===== config.mk =====
export PLATFORM = sky130hd
export DESIGN_NAME = obstacle_avoid_drive_controller_core
export DESIGN_NICKNAME = d
export VERILOG_FILES = /design/src/design/odc_pkg.sv /design/src/design/odc_ctrl.sv /design/src/design/obstacle_avoid_drive_controller_core.sv
export SDC_FILE = /design/constraint.sdc
export NUM_CORES = 1
export LEC_CHECK = 0
export ABC_AREA = 1
export BUFFER_PORTS_ARGS = -buffer_cell sky130_fd_sc_hd__buf_4
export CORE_ASPECT_RATIO = 0.7
export CORE_UTILIZATION = 40
export DETAILED_ROUTE_END_ITERATION = 8
export SLEW_MARGIN = 40
export SYNTH_ARGS = -nofsm -noshare
export SYNTH_HDL_FRONTEND = slang
export SYNTH_SLANG_ARGS = --single-unit

===== constraint.sdc =====
create_clock -name clk_i -period 4.9 [get_ports clk_i]
set_input_delay 0.245 -clock clk_i [delete_from_list [all_inputs] [get_ports clk_i]]
set_output_delay 0.245 -clock clk_i [all_outputs]
set_load 0.03 [all_outputs]

===== src/design/odc_pkg.sv =====
package odc_pkg;

  // Command codes of an input beat
  localparam logic CMD_SAMPLE = 1'b0;
  localparam logic CMD_TICK   = 1'b1;

  // Motor drive codes
  localparam logic [1:0] DRV_STOP = 2'd0;
  localparam logic [1:0] DRV_FWD  = 2'd1;
  localparam logic [1:0] DRV_BACK = 2'd2;

  // LED colors
  localparam logic LED_GREEN = 1'b0;
  localparam logic LED_RED   = 1'b1;

  // Configuration register indexes
  localparam int unsigned CFG_IDX_W = 3;
  localparam logic [CFG_IDX_W-1:0] REG_NEAR = 3'd0;
  localparam logic [CFG_IDX_W-1:0] REG_FAR  = 3'd1;
  localparam logic [CFG_IDX_W-1:0] REG_STOP = 3'd2;
  localparam logic [CFG_IDX_W-1:0] REG_BACK = 3'd3;
  localparam logic [CFG_IDX_W-1:0] REG_TURN = 3'd4;
  localparam logic [CFG_IDX_W-1:0] REG_HOLD = 3'd5;

  // Register reset values
  localparam logic [15:0] NEAR_RST = 16'd0;
  localparam logic [15:0] FAR_RST  = 16'd0;
  localparam logic [15:0] STOP_RST = 16'd500;
  localparam logic [15:0] BACK_RST = 16'd3000;
  localparam logic [15:0] TURN_RST = 16'd1000;
  localparam logic [15:0] HOLD_RST = 16'd4000;

  typedef struct packed {
    logic        command;
    logic [15:0] distance;
    logic        random_bit;
  } in_t;

  typedef struct packed {
    logic [1:0] left_drive;
    logic [1:0] right_drive;
    logic       warning_led;
  } out_t;

  typedef struct packed {
    logic [15:0] near_threshold;
    logic [15:0] far_threshold;
    logic [15:0] stop_ticks;
    logic [15:0] back_ticks;
    logic [15:0] turn_ticks;
    logic [15:0] hold_ticks;
  } cfg_t;

endpackage


===== src/design/odc_ctrl.sv =====
module odc_ctrl #(
  parameter int unsigned AVERAGE_COUNT = 4
) (
  input  logic          clk_i,
  input  logic          rst_ni,
  input  logic          accept_i,
  input  odc_pkg::in_t  item_i,
  input  odc_pkg::cfg_t cfg_i,
  output odc_pkg::out_t result_o
);

  localparam int unsigned CLOG_N  = $clog2(AVERAGE_COUNT);
  localparam int unsigned CNT_W   = (CLOG_N > 0) ? CLOG_N : 1;
  localparam int unsigned SUM_W   = 16 + CLOG_N;
  // Exact divide by reciprocal: floor(x * ceil(2^K / N) / 2^K) for x < 2^SUM_W
  localparam int unsigned K       = SUM_W + CLOG_N;
  localparam int unsigned RECIP_W = K + 1;
  localparam int unsigned PROD_W  = SUM_W + RECIP_W;
  localparam longint unsigned RECIP_L =
    ((64'd1 << K) + 64'(AVERAGE_COUNT) - 64'd1) / 64'(AVERAGE_COUNT);
  localparam logic [RECIP_W-1:0] RECIP = RECIP_W'(RECIP_L);
  localparam logic [CNT_W-1:0]   LAST  = CNT_W'(AVERAGE_COUNT - 1);

  typedef enum logic [1:0] {
    PH_SAMPLING,
    PH_STOPPING,
    PH_BACKING,
    PH_TURNING
  } phase_e;

  phase_e             phase_q, phase_d;
  logic [CNT_W-1:0]   count_q, count_d;
  logic [SUM_W-1:0]   sum_q, sum_d;
  logic [15:0]        ptim_q, ptim_d;
  logic [15:0]        hold_q, hold_d;
  logic               held_q, held_d;
  logic [1:0]         left_q, left_d;
  logic [1:0]         right_q, right_d;
  logic               led_q, led_d;

  logic [SUM_W-1:0]   sum_add;
  logic [PROD_W-1:0]  prod;
  logic [15:0]        avg;
  logic [15:0]        ptim_dec;
  logic               dir;

  // Running sum and its average
  assign sum_add = sum_q + SUM_W'(item_i.distance);
  assign prod    = PROD_W'(sum_add) * PROD_W'(RECIP);
  assign avg     = prod[K +: 16];

  assign ptim_dec = (ptim_q != 16'd0) ? ptim_q - 16'd1 : ptim_q;
  assign dir      = (hold_q == 16'd0) ? item_i.random_bit : held_q;

  // Next state for one accepted beat
  always_comb begin
    phase_d = phase_q;
    count_d = count_q;
    sum_d   = sum_q;
    ptim_d  = ptim_q;
    hold_d  = hold_q;
    held_d  = held_q;
    left_d  = left_q;
    right_d = right_q;
    led_d   = led_q;
    if (accept_i) begin
      if (item_i.command == odc_pkg::CMD_SAMPLE) begin
        if (phase_q == PH_SAMPLING) begin
          if (count_q == LAST) begin
            count_d = '0;
            sum_d   = '0;
            if (avg < cfg_i.near_threshold) begin
              led_d   = odc_pkg::LED_RED;
              left_d  = odc_pkg::DRV_STOP;
              right_d = odc_pkg::DRV_STOP;
              phase_d = PH_STOPPING;
              ptim_d  = cfg_i.stop_ticks;
            end else if (avg < cfg_i.far_threshold) begin
              led_d = odc_pkg::LED_RED;
              if (hold_q == 16'd0) begin
                held_d = item_i.random_bit;
                hold_d = cfg_i.hold_ticks;
              end
              left_d  = dir ? odc_pkg::DRV_BACK : odc_pkg::DRV_FWD;
              right_d = dir ? odc_pkg::DRV_FWD : odc_pkg::DRV_BACK;
              phase_d = PH_TURNING;
              ptim_d  = cfg_i.turn_ticks;
            end else begin
              led_d   = odc_pkg::LED_GREEN;
              left_d  = odc_pkg::DRV_FWD;
              right_d = odc_pkg::DRV_FWD;
            end
          end else begin
            count_d = count_q + CNT_W'(1);
            sum_d   = sum_add;
          end
        end
      end else begin
        if (hold_q != 16'd0) begin
          hold_d = hold_q - 16'd1;
        end
        if (phase_q != PH_SAMPLING) begin
          ptim_d = ptim_dec;
          if (ptim_dec == 16'd0) begin
            unique case (phase_q)
              PH_STOPPING: begin
                left_d  = odc_pkg::DRV_BACK;
                right_d = odc_pkg::DRV_BACK;
                phase_d = PH_BACKING;
                ptim_d  = cfg_i.back_ticks;
              end
              PH_BACKING: begin
                left_d  = item_i.random_bit ? odc_pkg::DRV_FWD : odc_pkg::DRV_BACK;
                right_d = item_i.random_bit ? odc_pkg::DRV_BACK : odc_pkg::DRV_FWD;
                phase_d = PH_TURNING;
                ptim_d  = cfg_i.turn_ticks;
              end
              default: begin
                phase_d = PH_SAMPLING;
                count_d = '0;
                sum_d   = '0;
                ptim_d  = 16'd0;
              end
            endcase
          end
        end
      end
    end
  end

  // Hold controller state
  always_ff @(posedge clk_i or negedge rst_ni) begin
    if (!rst_ni) begin
      phase_q <= PH_SAMPLING;
      count_q <= '0;
      sum_q   <= '0;
      ptim_q  <= 16'd0;
      hold_q  <= 16'd0;
      held_q  <= 1'b0;
      left_q  <= odc_pkg::DRV_FWD;
      right_q <= odc_pkg::DRV_FWD;
      led_q   <= odc_pkg::LED_GREEN;
    end else begin
      phase_q <= phase_d;
      count_q <= count_d;
      sum_q   <= sum_d;
      ptim_q  <= ptim_d;
      hold_q  <= hold_d;
      held_q  <= held_d;
      left_q  <= left_d;
      right_q <= right_d;
      led_q   <= led_d;
    end
  end

  assign result_o.left_drive  = left_d;
  assign result_o.right_drive = right_d;
  assign result_o.warning_led = led_d;

endmodule


===== src/design/obstacle_avoid_drive_controller_core.sv =====
// A result beat is registered in the result register, or in the skid entry if one waits.
// One input beat per cycle while in_stall_o is low; every beat yields exactly one result beat.
// A two-entry output buffer (result register plus skid) keeps input open while
// one result waits; in_stall_o rises only when both entries are full.
// Reset (rst_ni low, asynchronous): sampling phase, empty sum, timers zero,
// both motors forward, LED green, registers at their default values.
module obstacle_avoid_drive_controller_core #(
  parameter int unsigned AVERAGE_COUNT = 4
) (
  input  logic                             clk_i,
  input  logic                             rst_ni,
  input  logic                             in_valid_i,
  output logic                             in_stall_o,
  input  odc_pkg::in_t                     in_data_i,
  output logic                             out_valid_o,
  input  logic                             out_stall_i,
  output odc_pkg::out_t                    out_data_o,
  input  logic                             cfg_we_i,
  input  logic [odc_pkg::CFG_IDX_W-1:0]    cfg_index_i,
  input  logic [15:0]                      cfg_data_i
);

  odc_pkg::cfg_t cfg_q;
  odc_pkg::out_t result;
  odc_pkg::out_t main_q;
  odc_pkg::out_t skid_q;
  logic          main_v_q;
  logic          skid_v_q;
  logic          push;
  logic          pop;

  assign push = in_valid_i && !skid_v_q;
  assign pop  = main_v_q && !out_stall_i;

  // Configuration registers
  always_ff @(posedge clk_i or negedge rst_ni) begin
    if (!rst_ni) begin
      cfg_q.near_threshold <= odc_pkg::NEAR_RST;
      cfg_q.far_threshold  <= odc_pkg::FAR_RST;
      cfg_q.stop_ticks     <= odc_pkg::STOP_RST;
      cfg_q.back_ticks     <= odc_pkg::BACK_RST;
      cfg_q.turn_ticks     <= odc_pkg::TURN_RST;
      cfg_q.hold_ticks     <= odc_pkg::HOLD_RST;
    end else if (cfg_we_i) begin
      unique case (cfg_index_i)
        odc_pkg::REG_NEAR: cfg_q.near_threshold <= cfg_data_i;
        odc_pkg::REG_FAR:  cfg_q.far_threshold  <= cfg_data_i;
        odc_pkg::REG_STOP: cfg_q.stop_ticks     <= cfg_data_i;
        odc_pkg::REG_BACK: cfg_q.back_ticks     <= cfg_data_i;
        odc_pkg::REG_TURN: cfg_q.turn_ticks     <= cfg_data_i;
        odc_pkg::REG_HOLD: cfg_q.hold_ticks     <= cfg_data_i;
        default: ;
      endcase
    end
  end

  odc_ctrl #(
    .AVERAGE_COUNT(AVERAGE_COUNT)
  ) u_ctrl (
    .clk_i   (clk_i),
    .rst_ni  (rst_ni),
    .accept_i(push),
    .item_i  (in_data_i),
    .cfg_i   (cfg_q),
    .result_o(result)
  );

  // Output buffer: valid flags
  always_ff @(posedge clk_i or negedge rst_ni) begin
    if (!rst_ni) begin
      main_v_q <= 1'b0;
      skid_v_q <= 1'b0;
    end else begin
      if (skid_v_q) begin
        if (pop) begin
          skid_v_q <= 1'b0;
        end
      end else if (push) begin
        if (main_v_q && !pop) begin
          skid_v_q <= 1'b1;
        end else begin
          main_v_q <= 1'b1;
        end
      end else if (pop) begin
        main_v_q <= 1'b0;
      end
    end
  end

  // Output buffer: payload, advance skid into result register on a taken beat
  always_ff @(posedge clk_i) begin
    if (skid_v_q) begin
      if (pop) begin
        main_q <= skid_q;
      end
    end else if (push) begin
      if (main_v_q && !pop) begin
        skid_q <= result;
      end else begin
        main_q <= result;
      end
    end
  end

  assign in_stall_o  = skid_v_q;
  assign out_valid_o = main_v_q;
  assign out_data_o  = main_q;

  // Skid entry is never filled while the result register is empty
  assert property (@(posedge clk_i) disable iff (!rst_ni) skid_v_q |-> main_v_q)
    else $error("skid holds a beat while result register is empty");

  // An accepted beat always leaves a result beat on offer
  assert property (@(posedge clk_i) disable iff (!rst_ni)
    (in_valid_i && !in_stall_o) |=> out_valid_o)
    else $error("accepted beat produced no result");

  // Offered drive codes are legal
  assert property (@(posedge clk_i) disable iff (!rst_ni)
    out_valid_o |-> (out_data_o.left_drive != 2'd3 && out_data_o.right_drive != 2'd3))
    else $error("illegal drive code on output");

endmodule

==> results of run 1 <==
metrics by stage:
| step | worst slack, ps | cell area, um^2 | utilization | hold WS [ps] |
|---|---|---|---|---|
| after floorplan | 1360 | 10000 | - | -50.6 |
| after global placement | 686 | 10600 | 0.432 | 240 |
| after CTS | 503 | 11300 | 0.457 | 58.3 |
| final | 451 | 11300 | 0.457 | 73.2 |
| after global routing | 54.1 | 11300 | 0.457 | 90.8 |
| after detailed placement | 533 | 10600 | 0.432 | 249 |
power by group:
part | total [mW] | leakage (nW) | internal (mW) | switching, mW
combinational | 3.16 | 3.20 | 1.08 | 2.08
clock | 1.38 | 0.287 | 0.808 | 0.577
sequential | 2.19 | 2.01 | 1.85 | 0.341
total | 6.74 | 5.50 | 3.74 | 3.00
per-layer routing:
layer | track usage | vias up
met3 | 0.0356 | 20
met4 | 0.0463 | 0
met5 | 0 | -
li1 | - | 4377
met2 | 0.287 | 264
met1 | 0.380 | 4042
layout make-up:
class / instances / share of cell area
inverter: 148 / 0.0494
clock buffer: 22 / 0.0431
clock inverter: 10 / 0.0106
timing repair buffer: 55 / 0.0372
sequential: 168 / 0.381
tap: 325 / 0.0361
multi-input combinational: 963 / 0.443
worst max-delay path, delay by kind of cell, from the launching register on:
family                   cells  cell delay, ps
XOR/XNOR                     1             280
flip-flops                   1             390
buffers and inverters        3             540
adder cells (fa/ha/maj)      2             640
AND/OR/NAND/NOR             13            1360
AO/OA/AOI/OAI                6            1160
sequential cells by signal (all words and copies together), names as in the netlist:
name            flops
cfg_q              96
u_ctrl.sum_q       18
u_ctrl.hold_q      16
u_ctrl.ptim_q      16
out_data_o          5
skid_q              5
u_ctrl.count_q      2
u_ctrl.left_q       2
u_ctrl.phase_q      2
u_ctrl.right_q      2
in_stall_o          1
out_valid_o         1
u_ctrl.held_q       1
u_ctrl.led_q        1
cell families (layout without fill, tap and decap cells):
| family | count (synthesis) | in the layout | share of synthesized area |
|---|---|---|---|
| compound gates | 289 | 289 | 0.157 |
| fa+ha+maj | 56 | 56 | 0.0707 |
| simple gates | 594 | 594 | 0.247 |
| mux | 2 | 2 | 0.00200 |
| buf+inv | 191 | 235 | 0.0757 |
| xor+xnor | 22 | 22 | 0.0192 |
| flops | 168 | 168 | 0.428 |
worst max-delay path by stage:
stage                                from                end  slack, ps
after floorplan           u_ctrl.sum_q[2]  u_ctrl.ptim_q[10]       1360
after global placement       in_data_i[3]  u_ctrl.ptim_q[14]        690
after detailed placement     in_data_i[3]  u_ctrl.ptim_q[14]        530
after CTS                 u_ctrl.sum_q[3]  u_ctrl.ptim_q[14]        500
after global routing      u_ctrl.sum_q[3]  u_ctrl.ptim_q[12]         50
final                     u_ctrl.sum_q[3]  u_ctrl.ptim_q[14]        450
cells in the mapped netlist, types with 15 or more instances:
library cell | instances | area share
sky130_fd_sc_hd__nand2_1 | 405 | 0.15
sky130_fd_sc_hd__xor2_1 | 17 | 0.015
sky130_fd_sc_hd__dfstp_2 | 27 | 0.071
sky130_fd_sc_hd__o21ai_0 | 165 | 0.082
sky130_fd_sc_hd__a21oi_1 | 60 | 0.030
sky130_fd_sc_hd__dfrtp_1 | 131 | 0.33
sky130_fd_sc_hd__nor2_1 | 84 | 0.031
sky130_fd_sc_hd__nand3_1 | 41 | 0.020
sky130_fd_sc_hd__clkbuf_1 | 28 | 0.010
sky130_fd_sc_hd__inv_1 | 142 | 0.053
sky130_fd_sc_hd__ha_1 | 55 | 0.069
sky130_fd_sc_hd__nand4_1 | 15 | 0.0094
sky130_fd_sc_hd__o21ai_1 | 18 | 0.0090
==> impl_metrics.yaml, run 1 <==
timing:
  final.min_clock_period_ps: 4450
  finalMaxSlewViolations: 0
  timing_hold_violations_final: 0
  finalSetupViolations: 0
  period_share: 0.908
  finClkSkew_ps: 8.37
  maxSlewHeadroom: 0.495
  setup-tns-final_ps: 0
  setup_repair_after_global_routing_missed_its_margin: "false"
  worst_pin_slew_ps: 757
  max_freq_mhz: 225
floorplan:
  start_util: 0.407
  boundary_pin_count: 49
  die_x_um: 191
  core_area_um2: 24600
  die-height_um: 134
  rows: 48
  design.die.area_um2: 25700
final_layout:
  multi_input_area_um2: 4980
  fillers: 2478
  flow.area_growth_from_synthesis_pct: 12.4
  final_cell_count_no_fill: 1691
  mostFrequentLayoutCell: "sky130_fd_sc_hd__nand2_1"
  design.final.nets: 1451
  diodes: 0
  drive_gt1_frac: 0.112
  mostFrequentLayoutCells: "sky130_fd_sc_hd__nand2_1 (401), sky130_fd_sc_hd__o21ai_0 (165), sky130_fd_sc_hd__inv_1 (142)"
  seq_area_um2: 4290
routing:
  route.detailed.drc: 0
  top_routing_layer_in_use: "met4"
  met1Wirelength_um: 15100
  wl_met2_um: 10600
  post_drt_via_cell_ratio: 5.15
  ant_nets: 0
  wl_met3_um: 1850
  drt_pre_antenna_iters: 5
  initialDrtViolationCount: 875
  wl_per_cell_um: 16.4
  wl_um: 27700
  vias: 8703
synth:
  dominant_synthesized_flop_cell: "sky130_fd_sc_hd__dfrtp_1"
  mappedNetlistArea_um2: 10000
  syn-instance-count: 1322
  synth.avg_cell_area_um2: 7.57
  syn_nets: 1420
  yosysWarningCount: 0
  synth_enable_flop_cells: 10
  synth-async-reset-ratio: 0.940
  synthDistinctLibCells: 49
  part_of_the_yosys_area_used_for_sequential_elements: 0.428
  ys_seq_elements: 168
cts:
  path_clk_slew_ps: 70
  clk-insertion-delay-late_ps: 440
  post_cts.resized_instances: 0
  clkSinkCount: 168
  post_cts_hold_buffer_count: 1
  postCtsSetupRepairBufs: 0
  cts_tree: "yes"
  max-clock-path-buffers: 2
  cts_buffers: 17
  cts_htree_levels: 4
  cts.root.buffer_cell: "sky130_fd_sc_hd__clkbuf_16"
grt:
  grt_start_max_net_pins: 57
  overflow: 0
  first_global_vias: 7854
  grt_pass1_wl_um: 44400
  grt_antenna_before_repair: 1
  groute.usage.overall: 0.225
run:
  max_cap_violations: 0
worst_setup_path:
  cell_depth_of_the_worst_flop_to_flop_path: 25
  crit_top_cell: "sky130_fd_sc_hd__nand2_1"
  cp_slowest_stage_delay_ps: 420
  startpoint_class: "flip-flop"
  critPathMaxFanout: 19
  r2r_setup_slack_ps: 450
  setup.worst_path.end_class: "flip-flop"
  critPathSlowestCell: "sky130_fd_sc_hd__o21ai_0"
  crit_type: "flip-flop to flip-flop"
  worst-endpoint-arrival_ps: 4810
  cp_data_required_time_ps: 5270
  r2r_start: "u_ctrl.sum_q[3]"
  reg2reg_capture_point: "u_ctrl.ptim_q[14]"
pwr:
  cellPowerDensity_nw_per_um2: 598
  vdd_ir_max_uv: 282
  static_leakage_nw: 5.50
  finalPower_mw: 6.74
placed_design:
  place.detailed.hpwl_um: 20600
  port_buffer_count: 48
  gp_congestion: 0.879
  placed_cells_incl_taps: 1658
min_path:
  worst_hold_path.num_cells: 3
  hold_path_class: "input pin to flip-flop"
  worst_hold_startpoint: "out_stall_i"
  whs_endpoint: "out_valid_o"
status:
  outcome: "complete, no violations"
Power figures use the tool's default switching activity.
==> run 2: changes to the inputs <==
--- a/config.mk
+++ b/config.mk
@@ -8,8 +8,9 @@
 export ABC_AREA = 1
 export BUFFER_PORTS_ARGS = -buffer_cell sky130_fd_sc_hd__buf_4
 export CORE_ASPECT_RATIO = 0.7
-export CORE_UTILIZATION = 40
+export CORE_UTILIZATION = 60
 export DETAILED_ROUTE_END_ITERATION = 8
+export PLACE_DENSITY = 0.78
 export SLEW_MARGIN = 40
 export SYNTH_ARGS = -nofsm -noshare
 export SYNTH_HDL_FRONTEND = slang
==> run 2 against run 1 <==
  * Clock skew grew 7.1 ps
  * Clock power about the same
  * Non-clock buffer count decreased by 2
  * Flip-flop and latch count is the same
  * Register-to-register slack gained 90 ps
  * Design area shrank 1.1%
  * Worst hold slack got worse by 5.2 ps
  * Setup slack improved by 91 ps
  * Final cell count down 6.0%
  * Utilization grew 23 points
  * Critical endpoint unchanged
==> impl_metrics.yaml, run 2 (same netlist as run 1, synthesis figures left out) <==
cts:
  clkSinkCount: 168
  postCtsSetupRepairBufs: 0
  clk-insertion-delay-late_ps: 440
  max-clock-path-buffers: 2
  cts.root.buffer_cell: "sky130_fd_sc_hd__clkbuf_16"
  cts_buffers: 17
  cts_htree_levels: 4
  cts_tree: "yes"
  path_clk_slew_ps: 80
grt:
  first_global_vias: 8054
  grt_start_max_net_pins: 91
  overflow: 0
  grt_antenna_before_repair: 0
  grt_pass1_wl_um: 41800
  groute.usage.overall: 0.319
worst_setup_path:
  reg2reg_capture_point: "u_ctrl.ptim_q[14]"
  startpoint_class: "flip-flop"
  r2r_start: "u_ctrl.sum_q[2]"
  critPathMaxFanout: 19
  crit_type: "flip-flop to flip-flop"
  cp_data_required_time_ps: 5260
  worst-endpoint-arrival_ps: 4720
  cell_depth_of_the_worst_flop_to_flop_path: 25
  setup.worst_path.end_class: "flip-flop"
  r2r_setup_slack_ps: 540
final_layout:
  largest_registers_ranked_by_flip_flop_count: "cfg_q: 96 flops, u_ctrl.sum_q: 18 flops"
  drive_gt1_frac: 0.113
  fillers: 1422
  register_with_the_most_flip_flops: "cfg_q"
  mostFrequentLayoutCell: "sky130_fd_sc_hd__nand2_1"
  largest_register_ffs: 96
  final_cell_count_no_fill: 1589
  flow.area_growth_from_synthesis_pct: 11.2
  diodes: 0
  design.final.nets: 1449
  mostFrequentLayoutCells: "sky130_fd_sc_hd__nand2_1 (401), sky130_fd_sc_hd__o21ai_0 (164), sky130_fd_sc_hd__inv_1 (142)"
min_path:
  worst_hold_path.num_cells: 3
  whs_endpoint: "in_stall_o"
  worst_hold_startpoint: "out_stall_i"
  hold_path_class: "input pin to flip-flop"
routing:
  wl_um: 26200
  wl_per_cell_um: 16.5
  vias: 9038
  post_drt_via_cell_ratio: 5.69
  ant_nets: 0
  route.detailed.drc: 0
  drt_pre_antenna_iters: 6
  initialDrtViolationCount: 1000
floorplan:
  design.die.area_um2: 17200
  boundary_pin_count: 49
  die-height_um: 110
  die_x_um: 156
  core_area_um2: 16300
  rows: 39
  start_util: 0.614
status:
  outcome: "complete, no violations"
timing:
  setup-tns-final_ps: 0
  finClkSkew_ps: 15.5
  finalSetupViolations: 0
  worst_pin_slew_ps: 770
  final.setup.worst_slack_ps: 542
  maxSlewHeadroom: 0.483
  finalMaxSlewViolations: 0
  max_freq_mhz: 229
  final.min_clock_period_ps: 4360
  setup_repair_after_global_routing_missed_its_margin: "false"
  timing_hold_violations_final: 0
  period_share: 0.889
placed_design:
  port_buffer_count: 48
  detailedPlace.worstSlack_ps: 594
  gp_congestion: 0.967
  placed_cells_incl_taps: 1556
  place.detailed.hpwl_um: 19000
pwr:
  vdd_ir_max_uv: 279
  cellPowerDensity_nw_per_um2: 605
  static_leakage_nw: 5.49
run:
  max_cap_violations: 0
-- run 2: changes by cell type in the layout (fill, tap and decap cells not counted), sizes merged --
| cell | previous run | this run |
|---|---|---|
| clkbuf | 22 | 19 |
| clkinv | 6 | 5 |
| buf | 54 | 51 |
| inv | 147 | 152 |
-- run 2: worst max path at each step --
stage                    start           endpoint  slack (ps)  cells after the start
2_1_floorplan  u_ctrl.sum_q[2]  u_ctrl.ptim_q[10]        1360                     26
5_1_grt        u_ctrl.sum_q[2]   u_ctrl.ptim_q[0]          90                     25
4_1_cts        u_ctrl.sum_q[2]  u_ctrl.ptim_q[14]         520                     25
6_report       u_ctrl.sum_q[2]  u_ctrl.ptim_q[14]         540                     25
3_3_place_gp      in_data_i[3]  u_ctrl.hold_q[15]         730                     26
3_5_place_dp      in_data_i[3]   u_ctrl.ptim_q[0]         590                     26
-- run 2: area by class of cell --
cell class / instances / area, um^2 / share of cell area
inverters: 148 / 556 / 0.0499
flip-flops and latches: 168 / 4290 / 0.385
well taps: 225 / 282 / 0.0253
clock inverters: 14 / 166 / 0.0149
multi-input cells: 963 / 4990 / 0.449
repair buffers: 53 / 407 / 0.0365
clock buffers: 18 / 439 / 0.0395
-- run 2: through the flow --
stage               hold WS [ps]  power, mW  instance area (um^2)   util
CTS                         64.2       6.70                 11100  0.682
floorplan                  -50.6       4.45                 10000      -
detailed placement           387       5.28                 10500  0.644
global placement             387       5.17                 10500  0.643
finish                      68.0       6.74                 11100  0.683
global route                76.2       7.27                 11100  0.683
-- run 2: per-layer routing --
metal  track usage  part of all wire  vias to the layer above
li1              -                 -                     4376
met1         0.486              0.47                     4226
met2         0.458              0.42                      416
met3        0.0731             0.098                       20
met4        0.0721            0.0098                        0
met5             0                 0                        -
-- run 2: worst max-delay path, stage by stage (launching register included) --
cell                       delay (ps)
sky130_fd_sc_hd__dfrtp_1          390
sky130_fd_sc_hd__ha_1             380
sky130_fd_sc_hd__a21oi_1          110
sky130_fd_sc_hd__o21ai_0          270
sky130_fd_sc_hd__nand2_1           80
sky130_fd_sc_hd__o211ai_1         150
sky130_fd_sc_hd__a31oi_2          120
sky130_fd_sc_hd__o21bai_1         230
sky130_fd_sc_hd__inv_1             60
sky130_fd_sc_hd__nor2_1           120
sky130_fd_sc_hd__o21ai_0          110
sky130_fd_sc_hd__and2_1           180
sky130_fd_sc_hd__ha_1             290
sky130_fd_sc_hd__nand2_1           70
sky130_fd_sc_hd__inv_1             40
sky130_fd_sc_hd__o21ai_0          160
sky130_fd_sc_hd__nand2_1           70
sky130_fd_sc_hd__a21oi_1          220
sky130_fd_sc_hd__nand2_4          140
sky130_fd_sc_hd__nand2_2          120
sky130_fd_sc_hd__inv_2            150
sky130_fd_sc_hd__nand2_1          140
sky130_fd_sc_hd__nand2_4          150
sky130_fd_sc_hd__inv_2            290
sky130_fd_sc_hd__o21ai_0          150
sky130_fd_sc_hd__o21ai_1           90
-- run 2: power by group --
part	switching [mW]	internal (mW)	leakage, nW
Combinational	2.08	1.07	3.19
Clock	0.605	0.778	0.288
Sequential	0.350	1.85	2.01
Total	3.03	3.71	5.49
-- run 2: what timing repair did --
action / 4_1_cts / 5_1_grt
hold buffers: 1 / 0
setup endpoints to repair: 0 / 7
gates resized for setup: 0 / 2
endpoints found under the hold margin: 69 / 0
